## src/hdl/lsp_pkg.sv

```systemverilog
// Shared constants, types and helper function of the lagged-subtract byte generator.
package lsp_pkg;

  localparam int WORD_W       = 16;
  localparam int BYTE_W       = 8;
  localparam int TBL_LEN      = 31;
  localparam int TBL_AW       = $clog2(TBL_LEN);
  localparam int TBL_SW       = TBL_AW + 1;
  localparam int TBL_MOD      = 65257;
  localparam int NEAR_LAG     = 10;
  localparam int FAR_LAG      = 20;
  localparam int WARMUP_STEPS = 256;
  localparam int CNT_W        = $clog2(WARMUP_STEPS + 2);

  // old_word / 255 for any 16-bit word: multiply by reciprocal, shift right.
  localparam logic [WORD_W-1:0] DIV255_MAGIC = 16'd32897;
  localparam int                DIV255_SHIFT = 23;

  localparam int OP_W = 2;
  localparam logic [OP_W-1:0] OP_LOAD  = 2'd0;
  localparam logic [OP_W-1:0] OP_START = 2'd1;
  localparam logic [OP_W-1:0] OP_GEN   = 2'd2;

  typedef logic [WORD_W-1:0] word_t;
  typedef logic [TBL_AW-1:0] tbl_addr_t;

  typedef struct packed {
    logic      en;
    tbl_addr_t addr;
    word_t     data;
  } tbl_wr_t;

  typedef struct packed {
    word_t cur;
    word_t near_val;
    word_t far_val;
    word_t run;
    word_t rot;
  } step_in_t;

  typedef struct packed {
    word_t run;
    word_t rot;
    word_t mix;
    word_t upd;
  } step_out_t;

  // (pos + lag) mod TBL_LEN for pos below TBL_LEN and lag below TBL_LEN.
  function automatic tbl_addr_t lag_pos(input tbl_addr_t pos, input int lag);
    logic [TBL_SW-1:0] sum;
    sum = TBL_SW'(pos) + TBL_SW'(lag);
    if (sum >= TBL_SW'(TBL_LEN)) begin
      sum = sum - TBL_SW'(TBL_LEN);
    end
    return sum[TBL_AW-1:0];
  endfunction

endpackage

```

## src/hdl/lsp_if.sv

```systemverilog
// Valid/ready channel interfaces for the input words and the result bytes.
interface lsp_in_if import lsp_pkg::*; ();
  logic              valid;
  logic              ready;
  logic [OP_W-1:0]   operation;
  logic [TBL_AW-1:0] entry_index;
  logic [WORD_W-1:0] entry_value;

  modport source(output valid, output operation, output entry_index, output entry_value,
                 input ready);
  modport sink(input valid, input operation, input entry_index, input entry_value,
               output ready);
endinterface

interface lsp_out_if import lsp_pkg::*; ();
  logic              valid;
  logic              ready;
  logic [BYTE_W-1:0] random_byte;

  modport source(output valid, output random_byte, input ready);
  modport sink(input valid, input random_byte, output ready);
endinterface

```

## src/hdl/lagged_subtract_prng_mod_65257.sv

```systemverilog
// Top level of the lagged-subtract pseudorandom byte generator, modulus 65257.
//
// Lagged-subtract byte generator over a 31-entry table of 16-bit words. Input
// words carry an operation: load writes one table entry (seed values of 0 or
// at least 65257, and indexes above 30, are dropped), start clears the running
// sums and position and runs 256 warm-up steps, generate runs one step and
// returns one byte. Unused operation codes are dropped. Only generate returns
// a result byte. After reset the table holds k+1 in entry k. Each generator
// step runs through the states S_RD_CN, S_RD_F and S_EXE, set by the table
// memory: the step needs three table words (current, near lag, far lag) from
// a two-port memory with registered read data, so two read states come before
// the execute state, which writes the updated entry back. A generate word thus
// occupies the block for one step, a start word for 256 steps. in_ch.ready is
// high only while the sequencer is idle. The result sits in an output register;
// a new word is accepted while it waits, and a following generate holds in its
// execute state until the previous byte is taken.
module lagged_subtract_prng_mod_65257 import lsp_pkg::*; (
  input logic       clk,
  input logic       rst_n,
  lsp_in_if.sink    in_ch,
  lsp_out_if.source out_ch
);

  typedef enum logic [3:0] {
    S_IDLE  = 4'b0001,
    S_RD_CN = 4'b0010,
    S_RD_F  = 4'b0100,
    S_EXE   = 4'b1000
  } state_t;

  state_t            state_r, state_nxt;
  tbl_addr_t         pos_r, pos_nxt;
  word_t             run_r, run_nxt;
  word_t             rot_r, rot_nxt;
  word_t             mix_r, mix_nxt;
  word_t             cur_r, cur_nxt;
  word_t             near_r, near_nxt;
  logic [CNT_W-1:0]  cnt_r, cnt_nxt;
  logic              gen_r, gen_nxt;
  logic [BYTE_W-1:0] oldq_r, oldq_nxt;
  logic              out_valid_r, out_valid_nxt;
  logic [BYTE_W-1:0] out_byte_r, out_byte_nxt;

  logic              in_acc;
  logic              load_ok;
  logic              commit;
  logic [2*WORD_W-1:0] div_prod;
  tbl_addr_t         near_pos;
  tbl_addr_t         far_pos;
  tbl_addr_t         raddr_a;
  tbl_wr_t           tbl_wr;
  word_t             rdata_a;
  word_t             rdata_b;
  step_in_t          step_in;
  step_out_t         step_out;

  assign in_ch.ready   = (state_r == S_IDLE);
  assign in_acc        = in_ch.valid && in_ch.ready;
  assign out_ch.valid  = out_valid_r;
  assign out_ch.random_byte = out_byte_r;

  // Seed words outside 1..65256 and indexes past the table end are dropped.
  assign load_ok = in_acc && (in_ch.operation == OP_LOAD)
                   && (in_ch.entry_index < TBL_AW'(TBL_LEN))
                   && (in_ch.entry_value != '0)
                   && (in_ch.entry_value < WORD_W'(TBL_MOD));

  // A generate step must find the output register free before it commits.
  assign commit = (state_r == S_EXE) && (!gen_r || !out_valid_r || out_ch.ready);

  assign near_pos = lag_pos(pos_r, NEAR_LAG);
  assign far_pos  = lag_pos(pos_r, FAR_LAG);
  // Port A fetches the current entry first, then the far-lag entry; keep the
  // far address up through execute so a stalled step sees stable data.
  assign raddr_a  = (state_r == S_RD_CN) ? pos_r : far_pos;

  always_comb begin
    tbl_wr.en   = load_ok || commit;
    tbl_wr.addr = (state_r == S_EXE) ? pos_r : in_ch.entry_index;
    tbl_wr.data = (state_r == S_EXE) ? step_out.upd : in_ch.entry_value;
  end

  lsp_table_ram u_table (
    .clk     (clk),
    .rst_n   (rst_n),
    .wr      (tbl_wr),
    .raddr_a (raddr_a),
    .raddr_b (near_pos),
    .rdata_a (rdata_a),
    .rdata_b (rdata_b)
  );

  always_comb begin
    step_in.cur      = cur_r;
    step_in.near_val = near_r;
    step_in.far_val  = rdata_a;
    step_in.run      = run_r;
    step_in.rot      = rot_r;
  end

  lsp_step_unit u_step (
    .si (step_in),
    .so (step_out)
  );

  // Old mixed word divided by 255; only the low byte reaches the result.
  assign div_prod = (2*WORD_W)'(mix_r) * (2*WORD_W)'(DIV255_MAGIC);

  always_comb begin
    state_nxt     = state_r;
    pos_nxt       = pos_r;
    run_nxt       = run_r;
    rot_nxt       = rot_r;
    mix_nxt       = mix_r;
    cur_nxt       = cur_r;
    near_nxt      = near_r;
    cnt_nxt       = cnt_r;
    gen_nxt       = gen_r;
    oldq_nxt      = oldq_r;
    out_byte_nxt  = out_byte_r;
    out_valid_nxt = out_valid_r && !out_ch.ready;

    unique case (state_r)
      S_IDLE: begin
        if (in_acc && (in_ch.operation == OP_START)) begin
          run_nxt = '0;
          rot_nxt = '0;
          pos_nxt = '0;
          gen_nxt = 1'b0;
          cnt_nxt = CNT_W'(WARMUP_STEPS);
          if (WARMUP_STEPS != 0) begin
            state_nxt = S_RD_CN;
          end
        end else if (in_acc && (in_ch.operation == OP_GEN)) begin
          gen_nxt   = 1'b1;
          oldq_nxt  = div_prod[DIV255_SHIFT +: BYTE_W];
          state_nxt = S_RD_CN;
        end
      end
      S_RD_CN: begin
        state_nxt = S_RD_F;
      end
      S_RD_F: begin
        // Capture current and near-lag words; far-lag word lands next cycle.
        cur_nxt   = rdata_a;
        near_nxt  = rdata_b;
        state_nxt = S_EXE;
      end
      S_EXE: begin
        if (commit) begin
          run_nxt = step_out.run;
          rot_nxt = step_out.rot;
          mix_nxt = step_out.mix;
          pos_nxt = lag_pos(pos_r, 1);
          if (gen_r) begin
            out_valid_nxt = 1'b1;
            out_byte_nxt  = step_out.mix[BYTE_W-1:0] + oldq_r;
            state_nxt     = S_IDLE;
          end else if (cnt_r == CNT_W'(1)) begin
            state_nxt = S_IDLE;
          end else begin
            cnt_nxt   = cnt_r - CNT_W'(1);
            state_nxt = S_RD_CN;
          end
        end
      end
      default: begin
        state_nxt = S_IDLE;
      end
    endcase
  end

  always_ff @(posedge clk) begin
    if (!rst_n) begin
      state_r     <= S_IDLE;
      pos_r       <= '0;
      run_r       <= '0;
      rot_r       <= '0;
      mix_r       <= '0;
      cnt_r       <= '0;
      gen_r       <= 1'b0;
      out_valid_r <= 1'b0;
    end else begin
      state_r     <= state_nxt;
      pos_r       <= pos_nxt;
      run_r       <= run_nxt;
      rot_r       <= rot_nxt;
      mix_r       <= mix_nxt;
      cnt_r       <= cnt_nxt;
      gen_r       <= gen_nxt;
      out_valid_r <= out_valid_nxt;
    end
  end

  always_ff @(posedge clk) begin
    cur_r      <= cur_nxt;
    near_r     <= near_nxt;
    oldq_r     <= oldq_nxt;
    out_byte_r <= out_byte_nxt;
  end

endmodule

```

## src/hdl/lsp_table_ram.sv

```systemverilog
// Lag table memory: one write port, two registered read ports, per-entry valid bits.
module lsp_table_ram import lsp_pkg::*; (
  input  logic      clk,
  input  logic      rst_n,
  input  tbl_wr_t   wr,
  input  tbl_addr_t raddr_a,
  input  tbl_addr_t raddr_b,
  output word_t     rdata_a,
  output word_t     rdata_b
);

  word_t              mem_r [TBL_LEN];
  logic [TBL_LEN-1:0] vld_r;
  word_t              rd_a_r;
  word_t              rd_b_r;

  always_ff @(posedge clk) begin
    if (!rst_n) begin
      vld_r <= '0;
    end else if (wr.en) begin
      vld_r[wr.addr] <= 1'b1;
    end
  end

  always_ff @(posedge clk) begin
    if (wr.en) begin
      mem_r[wr.addr] <= wr.data;
    end
  end

  // Unwritten entries read as their seed default, index plus one.
  always_ff @(posedge clk) begin
    rd_a_r <= vld_r[raddr_a] ? mem_r[raddr_a] : WORD_W'(raddr_a) + WORD_W'(1);
    rd_b_r <= vld_r[raddr_b] ? mem_r[raddr_b] : WORD_W'(raddr_b) + WORD_W'(1);
  end

  assign rdata_a = rd_a_r;
  assign rdata_b = rd_b_r;

endmodule

```

## src/hdl/lsp_step_unit.sv

```systemverilog
// Arithmetic of one generator step: sums, rotate, mix and modular table update.
module lsp_step_unit import lsp_pkg::*; (
  input  step_in_t  si,
  output step_out_t so
);

  word_t             run_new;
  word_t             rot_new;
  logic [WORD_W:0]   wrap_sum;

  assign run_new  = si.run + si.cur;
  assign rot_new  = {si.rot[0], si.rot[WORD_W-1:1]} + si.far_val;
  assign wrap_sum = (WORD_W+1)'(si.cur) + (WORD_W+1)'(TBL_MOD) - (WORD_W+1)'(si.near_val);

  assign so.run = run_new;
  assign so.rot = rot_new;
  assign so.mix = run_new ^ rot_new;
  // Wrap the difference into the modulus when it would go negative.
  assign so.upd = (si.cur >= si.near_val) ? (si.cur - si.near_val) : wrap_sum[WORD_W-1:0];

endmodule
```

## src/flat_wrapper.sv

```systemverilog
// flat-port wrapper written by rule: the top's interface ports become plain ports
module lagged_subtract_prng_mod_65257_flat import lsp_pkg::*;
  (clk, rst_n, in_ch_valid, in_ch_operation, in_ch_entry_index, in_ch_entry_value, in_ch_ready, out_ch_valid, out_ch_random_byte, out_ch_ready);
  lsp_in_if in_ch_i ();
  lsp_out_if out_ch_i ();
  input logic clk;
  input logic rst_n;
  input wire logic [$bits(in_ch_i.valid)-1:0] in_ch_valid;
  input wire logic [$bits(in_ch_i.operation)-1:0] in_ch_operation;
  input wire logic [$bits(in_ch_i.entry_index)-1:0] in_ch_entry_index;
  input wire logic [$bits(in_ch_i.entry_value)-1:0] in_ch_entry_value;
  output wire logic [$bits(in_ch_i.ready)-1:0] in_ch_ready;
  output wire logic [$bits(out_ch_i.valid)-1:0] out_ch_valid;
  output wire logic [$bits(out_ch_i.random_byte)-1:0] out_ch_random_byte;
  input wire logic [$bits(out_ch_i.ready)-1:0] out_ch_ready;
  assign in_ch_i.valid = in_ch_valid;
  assign in_ch_i.operation = in_ch_operation;
  assign in_ch_i.entry_index = in_ch_entry_index;
  assign in_ch_i.entry_value = in_ch_entry_value;
  assign in_ch_ready = in_ch_i.ready;
  assign out_ch_valid = out_ch_i.valid;
  assign out_ch_random_byte = out_ch_i.random_byte;
  assign out_ch_i.ready = out_ch_ready;
  lagged_subtract_prng_mod_65257 u_core (.clk(clk), .rst_n(rst_n), .in_ch(in_ch_i), .out_ch(out_ch_i));
endmodule
```

## config.mk

```make
export PLATFORM = sky130hd
export DESIGN_NAME = lagged_subtract_prng_mod_65257_flat
export DESIGN_NICKNAME = d
export VERILOG_FILES = /design/src/hdl/lsp_pkg.sv /design/src/hdl/lsp_if.sv /design/src/hdl/lagged_subtract_prng_mod_65257.sv /design/src/hdl/lsp_table_ram.sv /design/src/hdl/lsp_step_unit.sv /design/src/flat_wrapper.sv
export SDC_FILE = /design/constraint.sdc
export NUM_CORES = 1
export LEC_CHECK = 0
export BUFFER_PORTS_ARGS = -buffer_cell sky130_fd_sc_hd__buf_2
export CORE_MARGIN = 2
export CORE_UTILIZATION = 55
export CTS_CLUSTER_SIZE = 30
export DETAILED_ROUTE_END_ITERATION = 12
export GPL_TIMING_DRIVEN = 0
export PLACE_DENSITY = 0.71
export SYNTH_ARGS = -nofsm -noshare
export SYNTH_HDL_FRONTEND = slang
export SYNTH_SLANG_ARGS = --single-unit
```

## constraint.sdc

```tcl
create_clock -name clk -period 5.2 [get_ports clk]
set_input_delay 0.52 -clock clk [delete_from_list [all_inputs] [get_ports clk]]
set_output_delay 0.52 -clock clk [all_outputs]
set_load 0.02 [all_outputs]
```

* After elaboration in Yosys (flattened, before gate mapping)
Memory sizes are Yosys's and may differ from the RTL's. Cells that the tools add are included. Widths: inputs -> output; s select.
Cells by class: muxes and demuxes 41, add/sub/neg operators 15, bitwise operators 3, eq/ne operators 12, order comparisons 10, reductions and logical operators 27, multipliers 1
Operators with widths (count):
- $mux 16 | 7
- $pmux 16 s2 | 2
- $mux 9 | 4
- $mux 5 | 7
- $add 16x16->16 | 2
- $sub 16x16->16 | 2
- $mul 16x16->31 const B | 1
- $or 31x31->31 | 1
- $add 5x1->6 const B | 3
- $ge 6x5->1 const B | 3
- $lt 5x6->1 const B | 3
- $pmux 9 s2 | 1
- $add 16x16->16 const B | 1
- $ge 16x16->1 | 1
- $lt 16x16->1 const B | 1
- $mux 4 | 4
- $pmux 4 s4 | 1
- $reduce_bool 16->1 | 1
- $xor 16x16->16 | 1
- $sub 5x5->5 const B | 3
- $bmux 1 s5 | 2
- $logic_and 1x1->1 | 10
- $mux 1 | 10
- $pmux 5 s2 | 1
- 26 further kinds | 37
Word-level totals: memories 1, register bits after elaboration 179, bits of input ports 27, word-level logic and storage cells 125, memory bits (writable) 496, output and inout bits 10
Memory list:
- u_core.u_table.mem_r | words 31, bits a word 16, read ports 2, clocked after Yosys merged registers in 0, wr ports 1, line lsp_table_ram.sv:12 | word_t mem_r [TBL_LEN];

* Logic depth before layout (Yosys ltp)
word-level depth 9, depth in mapped cells 15, mapped depth without buffers 15

* By module
From an unflattened synthesis, not the netlist that was laid out.
Second synthesis, totals: cells, all modules 2530, area total of the unflattened synthesis 35395.2 sq um
By module, submodules not included:
- lsp_table_ram | cells each 1384, sequential area each 16155.5 sq um, area an instance 25637.1 sq um, times used 1
- lagged_subtract_prng_mod_65257 | cells each 676, sequential area each 2802.7 sq um, area an instance 6312.3 sq um, times used 1
- lsp_step_unit | cells each 470, sequential area each 0.0 sq um, area an instance 3445.8 sq um, times used 1

* Worst setup path before layout
OpenSTA, ideal clock, no wires.
path kind reg-to-reg, from register u_core.state_r[2], to register u_core.cur_r[0] (enable), required time 4.683 ns, period minus slack after synthesis 4.411 ns, library setup time 0.517 ns, arrival 3.894 ns, path buffers 0, cell stages (with the launch flop) 2, path slack 0.789 ns, path through dfxtp_1 -> nor4b_1
On the way: word-level cells in the longest chain between the ends 1
RTL lines:
- from (decl) | line lagged_subtract_prng_mod_65257.sv:31 | state_t state_r, state_nxt;
- from (signal assigned) | line lagged_subtract_prng_mod_65257.sv:184 | state_r <= state_nxt;
- $eq 4x3->1 | line lagged_subtract_prng_mod_65257.sv:123 | unique case (state_r)
- to (signal assigned) | line lagged_subtract_prng_mod_65257.sv:196 | cur_r <= cur_nxt;
- to (decl) | line lagged_subtract_prng_mod_65257.sv:36 | word_t cur_r, cur_nxt;
Every way passes these cells. A chain may end at the register's enable or synchronous reset.

* Worst setup path in the final report
from register u_core.pos_r[3], to register u_core.u_table.rd_b_r[12] (netlist: u_core.u_table.rdata_b[12])
On the way: word-level cells in the longest chain between the ends 6, elaborated cells on any way between the ends 8, classes of those cells 2 x add/sub; 1 x order compare; 4 x mux; 1 x memory
RTL lines:
- from (decl) | line lagged_subtract_prng_mod_65257.sv:32 | tbl_addr_t pos_r, pos_nxt;
- from (signal assigned) | line lagged_subtract_prng_mod_65257.sv:185 | pos_r <= pos_nxt;
- $add 5x4->6 * | line lsp_pkg.sv:51 | sum = TBL_SW'(pos) + TBL_SW'(lag);
- $sub 5x5->5 or $ge 6x5->1 (tied branches) | line lsp_pkg.sv:53, lsp_pkg.sv:52
- $mux 5 * | line lsp_pkg.sv:52 | if (sum >= TBL_SW'(TBL_LEN)) begin
- $bmux 1 s5 | line lsp_table_ram.sv:34 | rd_b_r <= vld_r[raddr_b] ? mem_r[raddr_b] : WORD_W'(raddr_b) + WORD_W'(1);
- $mux 1 (implied by the code) | line lsp_table_ram.sv:34
- $mux 16 * | line lsp_table_ram.sv:34
- to (signal assigned) | line lsp_table_ram.sv:34
- to (decl) | line lsp_table_ram.sv:15 | word_t rd_b_r;
Mark *: on every way between the ends. The rest lies on a longest branch, timed or not. The select of a mux whose other input is x is not followed.

==> metrics.md <==
| Metric | Value |
|---|---|
| Run status | `complete, but fails checks` |
| Failing checks | `setup timing` |
| Routed WL per cell | `31.66 µm` |
| CTS Root Cell | `clkbuf_16` |
| H-tree depth | `3` |
| Boundary pin count | `37` |
| Largest net degree at the start of global routing | `32` |
| DRT antenna net count | `0` |
| Routed vias | `29390` |
| Ys async rst share | `0%` |
| Router iterations before antenna repair | `7` |
| Synthesized flop and latch total | `675` |
| Yosys top cell by area | `edfxtp_1` |
| Final setup vio count | `2` |
| Crit share post-route | `100.7%` |
| Endpoints failing hold | `0` |
| MaxCap Viol Count | `0` |
| Grt total ovfl | `0` |
| Highest clock rate | `0.1909 GHz` |
| Worst r2r src | `u_core.pos_r[3]` |
| CTS Buf Count | `74` |
| Synth area leaders | `edfxtp_1 46%, mux4_2 7.7%, dfxtp_1 7.3%, ha_1 5.4%, nand2_1 3.8%` |
| DR DRC count | `0` |
| Chip height | `259.5 µm` |
| CP required | `5.65 ns` |
| Setup CP Type | `reg2reg` |
| Min-delay src | `out_ch_ready` |
| Synth Area per Inst | `11.57 µm²` |
| Worst EP arrival | `5.69 ns` |
| CP startpoint | `u_core.pos_r[3]` |
| Gpl congestion | `1.055` |
| Hold_buf cts | `0` |
| Clk buf depth | `3` |
| Clk_skew | `0.04028 ns` |
| Drt initial violations | `4751` |
| Placed insts | `4043` |
| Max IR drop VDD | `0.3980 mV` |
| Final Max Tran Viols | `0` |
| Synth cell types | `83` |
| Total Nets Final | `3457` |
| Final WS setup | `-0.03889 ns` |
| Share of the synthesized area in the top cell type | `45.50%` |
| Full die area | `0.06734 mm²` |
| Crit end category | `flip-flop` |
| Number of core rows | `93` |
| Min Clock Period, post-route | `5.239 ns` |
| P_leak | `14.70 nW` |
| Vias in the first global route | `27970` |
| Slew margin rel. | `17.47%` |
| Initial antenna violation count | `3` |
| Crit Path Max Fanout | `10` |
| Hpwl dp | `96760 µm` |
| Gr usage total | `39.06%` |
| Slew at the pin closest to its max-slew limit | `1.238 ns` |
| Clk_lat worst skew | `0.66 ns` |
| Port bufs | `36` |
| First-pass GRT wire length | `188700 µm` |
| Warnings from Yosys | `0` |
| Starting density of the core | `55.69%` |
| Worst-path clk slew | `0.06 ns` |
| Chip width | `259.5 µm` |
| Setup tns final | `-0.05504 ns` |
| Worst setup SP type | `flip-flop` |
| CTS tree | `done` |
| Synth-to-layout area growth | `14.18%` |
| Syn Inst Count | `3103` |
| Via density | `7.021` |
| Hold_ws | `0.2252 ns` |
| Sequential share of the synthesized area | `52.81%` |
| Hold crit path type | `in2reg` |
| Core area | `0.06446 mm²` |
| Finished Layout Cells | `4186` |
| Post-synth EDFFs | `544` |
| Syn Nets | `3292` |
| Share of layout cells above drive strength 1 | `15.80%` |
| Wirelength, routed | `132500 µm` |
| Synthesized area | `0.03590 mm²` |
| Dominant synthesized flop cell | `edfxtp_1` |
| # clock sinks | `675` |
| Final core occ | `63.59%` |
| PwrDens | `325.0 mW/mm²` |
[power by group]
| part | internal [mW] | switching (mW) |
|---|---|---|
| clock network | 3.26 | 2.29 |
| logic | 0.570 | 1.25 |
| registers | 5.90 | 0.0506 |
[routing by layer]
| layer | global-route usage [%] | up-vias | wire length (µm) |
|---|---|---|---|
| li1 | - | 12210 | - |
| met1 | 50.90 | 14390 | 48040 |
| met2 | 58.82 | 2290 | 57890 |
| met3 | 11.15 | 505 | 17580 |
| met4 | 22.14 | 2 | 8990 |
| met5 | 0 | - | 15 |
[stage by stage]
stage	setup WS [ns]	total power [mW]	cell area (µm²)
finish	-0.03889	13.32	40990
global route	-0.03192	13.58	40990
CTS	0.01363	13.22	40770
detailed placement	-0.4985	7.785	38160
global placement	-2.614	7.726	37150
floorplan	0.7894	7.094	35900
[critical path: stages, from the launching register on]
cell             delay, ns
dfxtp_1               0.58
buf_2                 0.31
clkinv_1              0.26
ha_1                  0.28
a21oi_2               0.32
xor2_4                0.12
buf_12                0.16
buf_12                0.12
o31a_1                0.34
nand2_2               0.27
buf_2                 0.42
clkdlybuf4s15_2       0.55
a31oi_1               0.19
a211oi_1              0.66
a311o_1               0.26
a21oi_1               0.20
[sequential cells by signal, summed over array words and instances (netlist names)]
register / flops
u_core.u_table.mem_r: 496
u_core.u_table.vld_r: 31
u_core.cur_r: 16
u_core.mix_r: 16
u_core.near_r: 16
u_core.rot_r: 16
u_core.run_r: 16
u_core.u_table.rdata_a: 16
u_core.u_table.rdata_b: 16
u_core.cnt_r: 9
u_core.oldq_r: 8
u_core.out_ch.random_byte: 8
u_core.pos_r: 5
u_core.state_r: 4
u_core.gen_r: 1
u_core.out_ch.valid: 1
[layout by cell type, fill, tap and decap left out, types with 11 or more instances in the layout]
| cell type | instances |
|---|---|
| buf_8 | 33 |
| nor3_1 | 90 |
| clkinv_2 | 11 |
| buf_2 | 111 |
| buf_12 | 13 |
| nor2_2 | 32 |
| o221ai_1 | 46 |
| mux4_2 | 123 |
| xor2_1 | 18 |
| o211ai_1 | 22 |
| or3_1 | 26 |
| ha_1 | 154 |
| mux2i_1 | 70 |
| and3_1 | 36 |
| a22oi_1 | 11 |
| buf_4 | 20 |
| o21ai_0 | 47 |
| clkbuf_16 | 77 |
| a311oi_1 | 36 |
| dfxtp_1 | 131 |
| nand2_1 | 362 |
| o22ai_1 | 37 |
| edfxtp_1 | 544 |
| a21boi_0 | 12 |
| a21o_1 | 18 |
| nor4_1 | 16 |
| nand3_1 | 90 |
| o21bai_1 | 14 |
| clkbuf_2 | 12 |
| inv_1 | 85 |
| a211oi_1 | 111 |
| nor2_1 | 232 |
| a31oi_1 | 63 |
| nor2b_1 | 39 |
| clkbuf_1 | 107 |
| xnor2_1 | 76 |
| a21oi_1 | 159 |
| nand4_1 | 12 |
[logic make-up after synthesis]
family	count (synthesis)	share of synthesized area, %
flip-flops	675	52.81
multiplexers	201	9.905
XOR/XNOR	100	2.555
adder cells (fa/ha/maj)	162	5.813
AO/OA/AOI/OAI	695	13.26
buffers and inverters	287	3.408
AND/OR/NAND/NOR	983	12.25
[synth_stat cells, types with 10 or more instances]
master and instances:
edfxtp_1 544, nand2_1 364, nor2_1 264, a21oi_1 165
ha_1 154, dfxtp_1 131, mux4_2 123, a211oi_1 114
clkbuf_1 102, nand3_1 91, nor3_1 90, inv_1 85
xnor2_1 78, buf_2 75, mux2i_1 74, a31oi_1 66
o21ai_0 63, o221ai_1 46, nor2b_1 39, o22ai_1 37
a311oi_1 36, and3_1 36, or3_1 26, o211ai_1 22
a21o_1 18, xor2_1 18, nor4_1 16, buf_4 14
o21bai_1 14, a21boi_0 12, and2_1 12, nand4_1 12
a22oi_1 11, a311o_1 10, buf_1 10, nand2b_1 10
[final cells by class]
cell class                      instances  area, µm²
Antenna cell                            2      5.005
Buffer                                200      937.1
Clock buffer                           99       2049
Clock inverter                         38      520.5
Fill cell                            5062      23470
Inverter                               86      322.8
Multi-Input combinational cell       2141      16090
Sequential cell                       675      18960
Tap cell                              855       1070
Timing Repair Buffer                   90       1036
[worst paths after layout]
| path | to | slack (ns) | depth (start not counted) |
|---|---|---|---|
| max | u_core.u_table.rdata_b[12] | -0.04 | 15 |
| min | u_core.out_ch.valid | 0.23 | 3 |
| max reg2reg | u_core.u_table.rdata_b[12] | -0.04 | 15 |
| min reg2reg | u_core.near_r[12] | 0.40 | 0 |
[repair_timing]
item	CTS	global route
cloned	0	0
setup buffers	0	5
endpoints found under the setup margin	14	17
resized for setup	11	50
Power figures use the tool's default switching activity.
